## src/design/mmke_pkg.sv

```systemverilog
// ----------------------------------------------------------------------------
// mmke_pkg
// Types and constants shared by the MIDI message to key event decoder.
// ----------------------------------------------------------------------------
package mmke_pkg;

  typedef enum logic [2:0] {
    ACT_NONE     = 3'd0,
    ACT_CONSUMED = 3'd1,
    ACT_PRESS    = 3'd2,
    ACT_RELEASE  = 3'd3,
    ACT_BEND     = 3'd4,
    ACT_START    = 3'd5,
    ACT_STOP     = 3'd6
  } action_t;

  localparam logic [3:0] CMD_NOTE_OFF   = 4'h8;
  localparam logic [3:0] CMD_NOTE_ON    = 4'h9;
  localparam logic [3:0] CMD_POLY_PRESS = 4'hA;
  localparam logic [3:0] CMD_CONTROL    = 4'hB;
  localparam logic [3:0] CMD_PITCH_BEND = 4'hE;
  localparam logic [3:0] CMD_SYSTEM     = 4'hF;

  localparam logic [3:0] SYS_SYSEX    = 4'h0;
  localparam logic [3:0] SYS_TICK     = 4'h6;
  localparam logic [3:0] SYS_START    = 4'hA;
  localparam logic [3:0] SYS_CONTINUE = 4'hB;
  localparam logic [3:0] SYS_STOP     = 4'hC;
  localparam logic [3:0] SYS_RESET    = 4'hF;

  localparam logic [1:0] REG_RECORD_OPTIONS = 2'd0;
  localparam logic [1:0] REG_MIDDLE_C_NOTE  = 2'd1;
  localparam logic [1:0] REG_AMPLIFICATION  = 2'd2;

  localparam logic [2:0] RECORD_OPTIONS_RESET = 3'd6;
  localparam logic [6:0] MIDDLE_C_RESET       = 7'd60;
  localparam logic [7:0] AMPLIFICATION_RESET  = 8'd100;

  localparam int OPT_DISABLE  = 0;
  localparam int OPT_NOTE_OFF = 1;
  localparam int OPT_VELOCITY = 2;

  localparam logic [7:0]  FIXED_VOLUME    = 8'd128;
  localparam logic [9:0]  NOTE_OFFSET     = 10'd60;
  // floor(p / 100) == (p * RECIP_100) >> RECIP_SHIFT for all 16-bit p
  localparam logic [16:0] RECIP_100       = 17'd83887;
  localparam int          RECIP_SHIFT     = 23;
  localparam logic [9:0]  VOLUME_MAX      = 10'd511;
  localparam logic [9:0]  MINUS_ONE       = 10'h3FF;

  typedef struct packed {
    logic [2:0] record_options;
    logic [6:0] middle_c_note;
    logic [7:0] amplification_percent;
  } cfg_t;

  typedef struct packed {
    logic [7:0]  status_byte;
    logic [7:0]  first_data;
    logic [7:0]  second_data;
    logic [7:0]  message_length;
    logic [15:0] product;
  } item_t;

  typedef struct packed {
    logic [7:0] bend_value;
    logic [9:0] key_volume;
    logic [9:0] key_note;
    logic [4:0] channel_number;
    action_t    action;
  } result_t;

endpackage

```

## src/design/mmke_cfg.sv

```systemverilog
// ----------------------------------------------------------------------------
// mmke_cfg
// Configuration register file: record options, middle-C note, amplification.
// ----------------------------------------------------------------------------
module mmke_cfg (
  input  logic          clk,
  input  logic          rst,
  input  logic          cfg_valid,
  output logic          cfg_ready,
  input  logic [1:0]    cfg_index,
  input  logic [7:0]    cfg_data,
  output mmke_pkg::cfg_t cfg
);

  assign cfg_ready = 1'b1;

  always_ff @(posedge clk) begin
    if (rst) begin
      cfg.record_options        <= mmke_pkg::RECORD_OPTIONS_RESET;
      cfg.middle_c_note         <= mmke_pkg::MIDDLE_C_RESET;
      cfg.amplification_percent <= mmke_pkg::AMPLIFICATION_RESET;
    end else if (cfg_valid) begin
      unique case (cfg_index)
        mmke_pkg::REG_RECORD_OPTIONS: cfg.record_options        <= cfg_data[2:0];
        mmke_pkg::REG_MIDDLE_C_NOTE:  cfg.middle_c_note         <= cfg_data[6:0];
        mmke_pkg::REG_AMPLIFICATION:  cfg.amplification_percent <= cfg_data;
        default: ;
      endcase
    end
  end

endmodule

```

## src/design/mmke_decode.sv

```systemverilog
// ----------------------------------------------------------------------------
// mmke_decode
// Message decode, note shift and volume divide by 100 with saturation.
// ----------------------------------------------------------------------------
module mmke_decode (
  input  mmke_pkg::item_t   item,
  input  mmke_pkg::cfg_t    cfg,
  output mmke_pkg::result_t result
);

  logic [3:0]  cmd;
  logic [3:0]  sub;
  logic [32:0] scaled;
  logic [9:0]  quotient;
  logic [9:0]  volume;
  logic [9:0]  note;
  logic [4:0]  chan;

  assign cmd      = item.status_byte[7:4];
  assign sub      = item.status_byte[3:0];
  assign scaled   = {17'd0, item.product} * {16'd0, mmke_pkg::RECIP_100};
  assign quotient = scaled[mmke_pkg::RECIP_SHIFT +: 10];
  assign volume   = (quotient > mmke_pkg::VOLUME_MAX) ? mmke_pkg::VOLUME_MAX : quotient;
  assign note     = {2'd0, item.first_data} + 10'd1 + {3'd0, cfg.middle_c_note}
                    - mmke_pkg::NOTE_OFFSET;
  assign chan     = {1'b0, sub} + 5'd1;

  always_comb begin
    result = '{bend_value: 8'd0, key_volume: 10'd0, key_note: 10'd0,
               channel_number: 5'd0, action: mmke_pkg::ACT_NONE};
    if (item.message_length != 8'd0 && !cfg.record_options[mmke_pkg::OPT_DISABLE]) begin
      case (cmd)
        mmke_pkg::CMD_NOTE_OFF, mmke_pkg::CMD_NOTE_ON, mmke_pkg::CMD_POLY_PRESS: begin
          if (cmd == mmke_pkg::CMD_NOTE_ON && item.second_data != 8'd0) begin
            result.action         = mmke_pkg::ACT_PRESS;
            result.channel_number = chan;
            result.key_note       = note;
            result.key_volume     = volume;
          end else if (cfg.record_options[mmke_pkg::OPT_NOTE_OFF]) begin
            result.action         = mmke_pkg::ACT_RELEASE;
            result.channel_number = chan;
            result.key_note       = note;
            result.key_volume     = volume;
          end else begin
            result.action = mmke_pkg::ACT_CONSUMED;
          end
        end
        mmke_pkg::CMD_CONTROL: result.action = mmke_pkg::ACT_CONSUMED;
        mmke_pkg::CMD_PITCH_BEND: begin
          result.action         = mmke_pkg::ACT_BEND;
          result.channel_number = chan;
          result.key_note       = mmke_pkg::MINUS_ONE;
          result.key_volume     = mmke_pkg::MINUS_ONE;
          result.bend_value     = item.first_data;
        end
        mmke_pkg::CMD_SYSTEM: begin
          case (sub)
            mmke_pkg::SYS_SYSEX: begin
              if (item.message_length > 8'd2) result.action = mmke_pkg::ACT_CONSUMED;
            end
            mmke_pkg::SYS_TICK: ;
            mmke_pkg::SYS_START, mmke_pkg::SYS_CONTINUE: result.action = mmke_pkg::ACT_START;
            mmke_pkg::SYS_STOP, mmke_pkg::SYS_RESET:     result.action = mmke_pkg::ACT_STOP;
            default: result.action = mmke_pkg::ACT_CONSUMED;
          endcase
        end
        default: ;
      endcase
    end
  end

endmodule

```

## src/design/midi_message_to_key_event.sv

```systemverilog
// ----------------------------------------------------------------------------
// midi_message_to_key_event
// Decodes one complete MIDI message per beat into one key-recording action.
// ----------------------------------------------------------------------------
// Pipeline: input register, then result register; the velocity * amplification
//   product is formed ahead of the input register, the divide by 100 after
//   it.
// Throughput: one message per cycle while m_tready holds; the result register frees as it drains.
// Reset: synchronous; clears both valid flags and loads register defaults.
module midi_message_to_key_event (
  input  logic        clk,
  input  logic        rst,
  input  logic        s_tvalid,
  output logic        s_tready,
  // status_byte[7:0], first_data[15:8], second_data[23:16], message_length[31:24]
  input  logic [31:0] s_tdata,
  output logic        m_tvalid,
  input  logic        m_tready,
  // action[2:0], channel_number[7:3], key_note[17:8], key_volume[27:18],
  // bend_value[35:28], zero[39:36]
  output logic [39:0] m_tdata,
  input  logic        cfg_valid,
  output logic        cfg_ready,
  input  logic [1:0]  cfg_index,
  input  logic [7:0]  cfg_data
);

  mmke_pkg::cfg_t    cfg;
  mmke_pkg::item_t   item;
  mmke_pkg::item_t   item_next;
  mmke_pkg::result_t result;
  mmke_pkg::result_t result_next;
  logic              item_valid;
  logic              out_free;
  logic              item_free;
  logic [7:0]        len_in;
  logic [7:0]        d2_in;
  logic [7:0]        vel_in;

  mmke_cfg u_cfg (
    .clk       (clk),
    .rst       (rst),
    .cfg_valid (cfg_valid),
    .cfg_ready (cfg_ready),
    .cfg_index (cfg_index),
    .cfg_data  (cfg_data),
    .cfg       (cfg)
  );

  assign len_in = s_tdata[31:24];
  assign d2_in  = (len_in >= 8'd3) ? s_tdata[23:16] : 8'd0;
  assign vel_in = !cfg.record_options[mmke_pkg::OPT_VELOCITY] ? mmke_pkg::FIXED_VOLUME :
                  (s_tdata[7:4] == mmke_pkg::CMD_NOTE_OFF) ? 8'd0 : d2_in;

  always_comb begin
    item_next.status_byte    = s_tdata[7:0];
    item_next.first_data     = (len_in >= 8'd2) ? s_tdata[15:8] : 8'd0;
    item_next.second_data    = d2_in;
    item_next.message_length = len_in;
    item_next.product        = {8'd0, vel_in} * {8'd0, cfg.amplification_percent};
  end

  mmke_decode u_decode (
    .item   (item),
    .cfg    (cfg),
    .result (result_next)
  );

  assign out_free  = !m_tvalid || m_tready;
  assign item_free = !item_valid || out_free;
  assign s_tready  = item_free;

  always_ff @(posedge clk) begin
    if (rst) begin
      item_valid <= 1'b0;
      m_tvalid   <= 1'b0;
    end else begin
      if (item_free) item_valid <= s_tvalid;
      if (out_free)  m_tvalid   <= item_valid;
    end
    if (item_free && s_tvalid) item <= item_next;
    if (out_free && item_valid) result <= result_next;
  end

  assign m_tdata = {4'd0, result};

  a_stall_cause: assert property (@(posedge clk) disable iff (rst)
    !s_tready |-> (item_valid && m_tvalid && !m_tready))
    else $error("input stalled without a full pipeline");

  a_reset_empty: assert property (@(posedge clk)
    $past(rst) |-> !m_tvalid)
    else $error("result valid right after reset");

  a_bend_fields: assert property (@(posedge clk) disable iff (rst)
    (m_tvalid && result.action == mmke_pkg::ACT_BEND) |->
    (result.key_note == mmke_pkg::MINUS_ONE && result.key_volume == mmke_pkg::MINUS_ONE))
    else $error("bend result with bad note or volume");

  a_volume_sat: assert property (@(posedge clk) disable iff (rst)
    (m_tvalid && (result.action == mmke_pkg::ACT_PRESS ||
                  result.action == mmke_pkg::ACT_RELEASE)) |-> !result.key_volume[9])
    else $error("key volume above saturation limit");

  a_advance: assert property (@(posedge clk) disable iff (rst)
    (item_valid && out_free) |=> m_tvalid)
    else $error("item lost between stages");

endmodule
```

## config.mk

```make
export PLATFORM = sky130hd
export DESIGN_NAME = midi_message_to_key_event
export DESIGN_NICKNAME = d
export VERILOG_FILES = /design/src/design/mmke_pkg.sv /design/src/design/mmke_cfg.sv /design/src/design/mmke_decode.sv /design/src/design/midi_message_to_key_event.sv
export SDC_FILE = /design/constraint.sdc
export NUM_CORES = 1
export LEC_CHECK = 0
export BUFFER_PORTS_ARGS = -buffer_cell sky130_fd_sc_hd__buf_2
export CAP_MARGIN = 20
export CELL_PAD_IN_SITES_DETAIL_PLACEMENT = 1
export CELL_PAD_IN_SITES_GLOBAL_PLACEMENT = 1
export CORE_MARGIN = 4
export CORE_UTILIZATION = 45
export DETAILED_ROUTE_END_ITERATION = 10
export PLACE_DENSITY_LB_ADDON = 0.1
export SETUP_SLACK_MARGIN = 0.3
export SLEW_MARGIN = 10
export SYNTH_ARGS = -nofsm -noshare
export SYNTH_HDL_FRONTEND = slang
export SYNTH_SLANG_ARGS = --single-unit
```

## constraint.sdc

```tcl
create_clock -name clk -period 6.4 [get_ports clk]
set_clock_uncertainty 0.1 [all_clocks]
set_input_delay 0.32 -clock clk [delete_from_list [all_inputs] [get_ports clk]]
set_output_delay 0.32 -clock clk [all_outputs]
set_load 0.005 [all_outputs]
```

==> results by group <==
Worst setup path
  • Crit path kind: flop to flop
  • CP delay by family, top: adder cells
  • Crit path cell chain: fa_2 -> inv_2 -> fa_2 -> fa_1 -> fa_1 -> inv_2 -> fa_1 -> inv_2 -> fa_1 -> inv_2 -> ha_4 -> and3_4 -> and3_4 -> a2111oi_4 -> o211ai_2 -> a221o_1 -> a41oi_2 -> xnor2_2 -> nor2_4 -> a21oi_1
  • WP data arrival: 6170 ps
  • CP peak stage delay: 630 ps
  • Worst setup startpoint: item[3]$_DFFE_PP_
  • Reg2reg path depth: 20
  • Startpoint types: flop
  • Max stage delay cell, worst path: fa_2
  • Crit path depth: 20
  • Worst r2r src: item[3]$_DFFE_PP_
  • Critical-path maximum fanout: 4
  • Number of buffers and inverters on the critical path: 4
  • Critical path capture point type: flop
  • Critical Path RT: 6410 ps

Outcome
  • Outcome: completed

Final layout
  • Most frequent cells in the layout: inv_1, ha_1, fa_1
  • Post-Layout Cell Count: 1542
  • Share of cells above drive strength 1: 17.0%
  • P&R area growth vs syn: 14.8%
  • # diodes: 0
  • Nets@finish: 1582
  • Most common cell after layout, fill and taps aside: inv_1
  • Final core utilization: 53.1%

Floorplan
  • DIE AREA: 0.0278 mm^2
  • # rows: 57
  • Die Span Y: 167 um
  • Core box area: 0.0245 mm^2
  • Die X: 167 um
  • # IOs: 90
  • Initial Util: 46.2%

Timing
  • Pins Over Slew Limit: 0
  • Final Hold Fails: 0
  • Setup violators final: 0
  • Final period util: 96.2%
  • Worst-Margin Slew: 876 ps
  • Fmax: 0.162 GHz
  • Hold slack final: 43.8 ps
  • Slew HR: 41.5%
  • RSZ-0062 raised after global routing: true
  • Minimum setup slack in the final design: 240 ps
  • Final min period: 6160 ps

Synthesis
  • Post-synthesis cell type count: 58
  • Syn_area_per_cell: 10.4 um^2
  • Yosys warns: 0
  • Post-synth EDFFs: 84
  • FFs w/ async S/R, synth: 0%
  • Share of the synthesized area in the top cell type: 23.7%
  • Commonest register cell after synthesis: edfxtp_1
  • Mapped Cells: 1091
  • Sequential-to-total area share from yosys stat: 25.8%
  • Largest cells by area after synthesis: fa_1, edfxtp_1, ha_1
  • Synthesized flop and latch total: 104
  • Post-Syn Area: 0.0113 mm^2
  • Post-synth top area cell: fa_1

Place
  • Pre-CTS setup slack: -46.6 ps
  • Final GP Congestion: 0.863
  • Detail Placement HPWL: 22300 um
  • Port bufs: 84
  • Cell count after placement: 1499

Run
  • Total of max-cap violations: 0

Global route
  • Global-route wire length before repair: 44200 um
  • Antenna violations before repair: 0
  • Largest net degree at the start of global routing: 49
  • Vias in the first global route: 8573
  • GRT Overall Usage: 19.7%
  • Overflow after GRT: 0

Min path
  • Hold Crit Start: s_tdata[1]
  • Hold path cells: 1
  • Hold crit path type: input port to flop

CTS
  • Hold_buf cts: 0
  • Worst-path clk slew: 80 ps
  • Worst-Skew Late Latency: 360 ps
  • Clock root cell: clkbuf_16
  • Maximum clock insertion buffer count: 2
  • TritonCTS clock tree: built
  • CTS Sinks: 104
  • CTS buffer count: 9
  • H-tree depth: 3

Route
  • Drt total wl: 26800 um
  • Vias per cell: 5.01
  • WL/cell: 17.3 um
  • Routed Antenna Nets: 0
  • Vias: 7732
  • Post-route DRC: 0
  • Initial DRC count: 245
  • DRT Pass-1 Iters: 5
worst register-to-register path, cell delays in order (launching register included):
cell       delay, ps
edfxtp_1         430
fa_2             630
inv_2             50
fa_2             380
fa_1             490
fa_1             540
inv_2             40
fa_1             510
inv_2             40
fa_1             510
inv_2             50
ha_4             210
and3_4           170
and3_4           180
a2111oi_4        320
o211ai_2         160
a221o_1          400
a41oi_2          250
xnor2_2          150
nor2_4           200
a21oi_1           90
path summary, 6_finish.rpt:
kind	end	slack (ps)
worst max-delay path	m_tdata[22]$_SDFFCE_PN0P_	240
worst min-delay path	item[41]$_DFFE_PP_	40
worst max register to register	m_tdata[22]$_SDFFCE_PN0P_	240
worst min register to register	u_cfg.cfg[14]$_SDFFE_PP0P_	400
per-layer routing:
| metal | track usage [%] | vias up | routed length, um |
|---|---|---|---|
| met5 | 0 | - | 0 |
| met4 | 3.59 | 0 | 398 |
| met3 | 2.39 | 22 | 497 |
| met2 | 35.4 | 77 | 13800 |
| met1 | 25.8 | 3886 | 12000 |
| li1 | - | 3747 | - |
Yosys cell counts (3+ instances only):
| library cell | n |
|---|---|
| ha_1 | 188 |
| a21o_1 | 13 |
| nor3_1 | 5 |
| nor4_1 | 4 |
| edfxtp_1 | 84 |
| xor2_1 | 13 |
| or2_2 | 3 |
| and2_1 | 38 |
| nand3_1 | 13 |
| a21oi_1 | 35 |
| a211o_1 | 8 |
| xnor2_1 | 22 |
| a31oi_1 | 4 |
| nand2b_1 | 4 |
| nand3b_1 | 4 |
| dfxtp_1 | 20 |
| a21boi_0 | 3 |
| o21a_1 | 3 |
| fa_1 | 134 |
| nor2_1 | 52 |
| mux2i_1 | 6 |
| inv_1 | 249 |
| buf_4 | 5 |
| nand4_1 | 4 |
| clkbuf_1 | 17 |
| buf_1 | 4 |
| and3_1 | 18 |
| o21ai_0 | 24 |
| a211oi_1 | 5 |
| nor2b_1 | 17 |
| nand2_1 | 59 |
cell type report:
cell class / instances / area [um^2]
clock buffers: 9 / 225
clock inverters: 7 / 91.3
fillers: 2731 / 11500
inverters: 249 / 935
multi-input cells: 714 / 7600
flip-flops and latches: 104 / 2920
well taps: 324 / 405
repair buffers: 135 / 836
registers in the layout, summed over array words and instances (netlist names):
| register | count |
|---|---|
| m_tvalid | 1 |
| item_valid | 1 |
| u_cfg.cfg | 18 |
| m_tdata | 36 |
| item | 48 |
per-stage QoR:
stage               setup TNS, ps  area, um^2
finish                          0       13000
global route                    0       13000
floorplan                       0       11300
CTS                             0       12800
global placement                0       12200
detailed placement          -76.9       12200
what timing repair did:
action,CTS,global route
pin swaps,40,27
buffers inserted,16,8
setup endpoints to repair,9,9
gates resized for setup,30,19
hold endpoints to repair,0,0
cloned,1,0
cells by family after synthesis:
logic type	share of synthesized area, %
flops	25.8
xor+xnor	2.70
other cells	0.0662
mux	0.728
compound gates	6.89
fa+ha+maj	44.4
simple gates	10.1
buf+inv	9.36
Power is left out: the tool's default activity adds up to more than one toggle a clock period on the data nets, which glitch-free logic cannot reach.
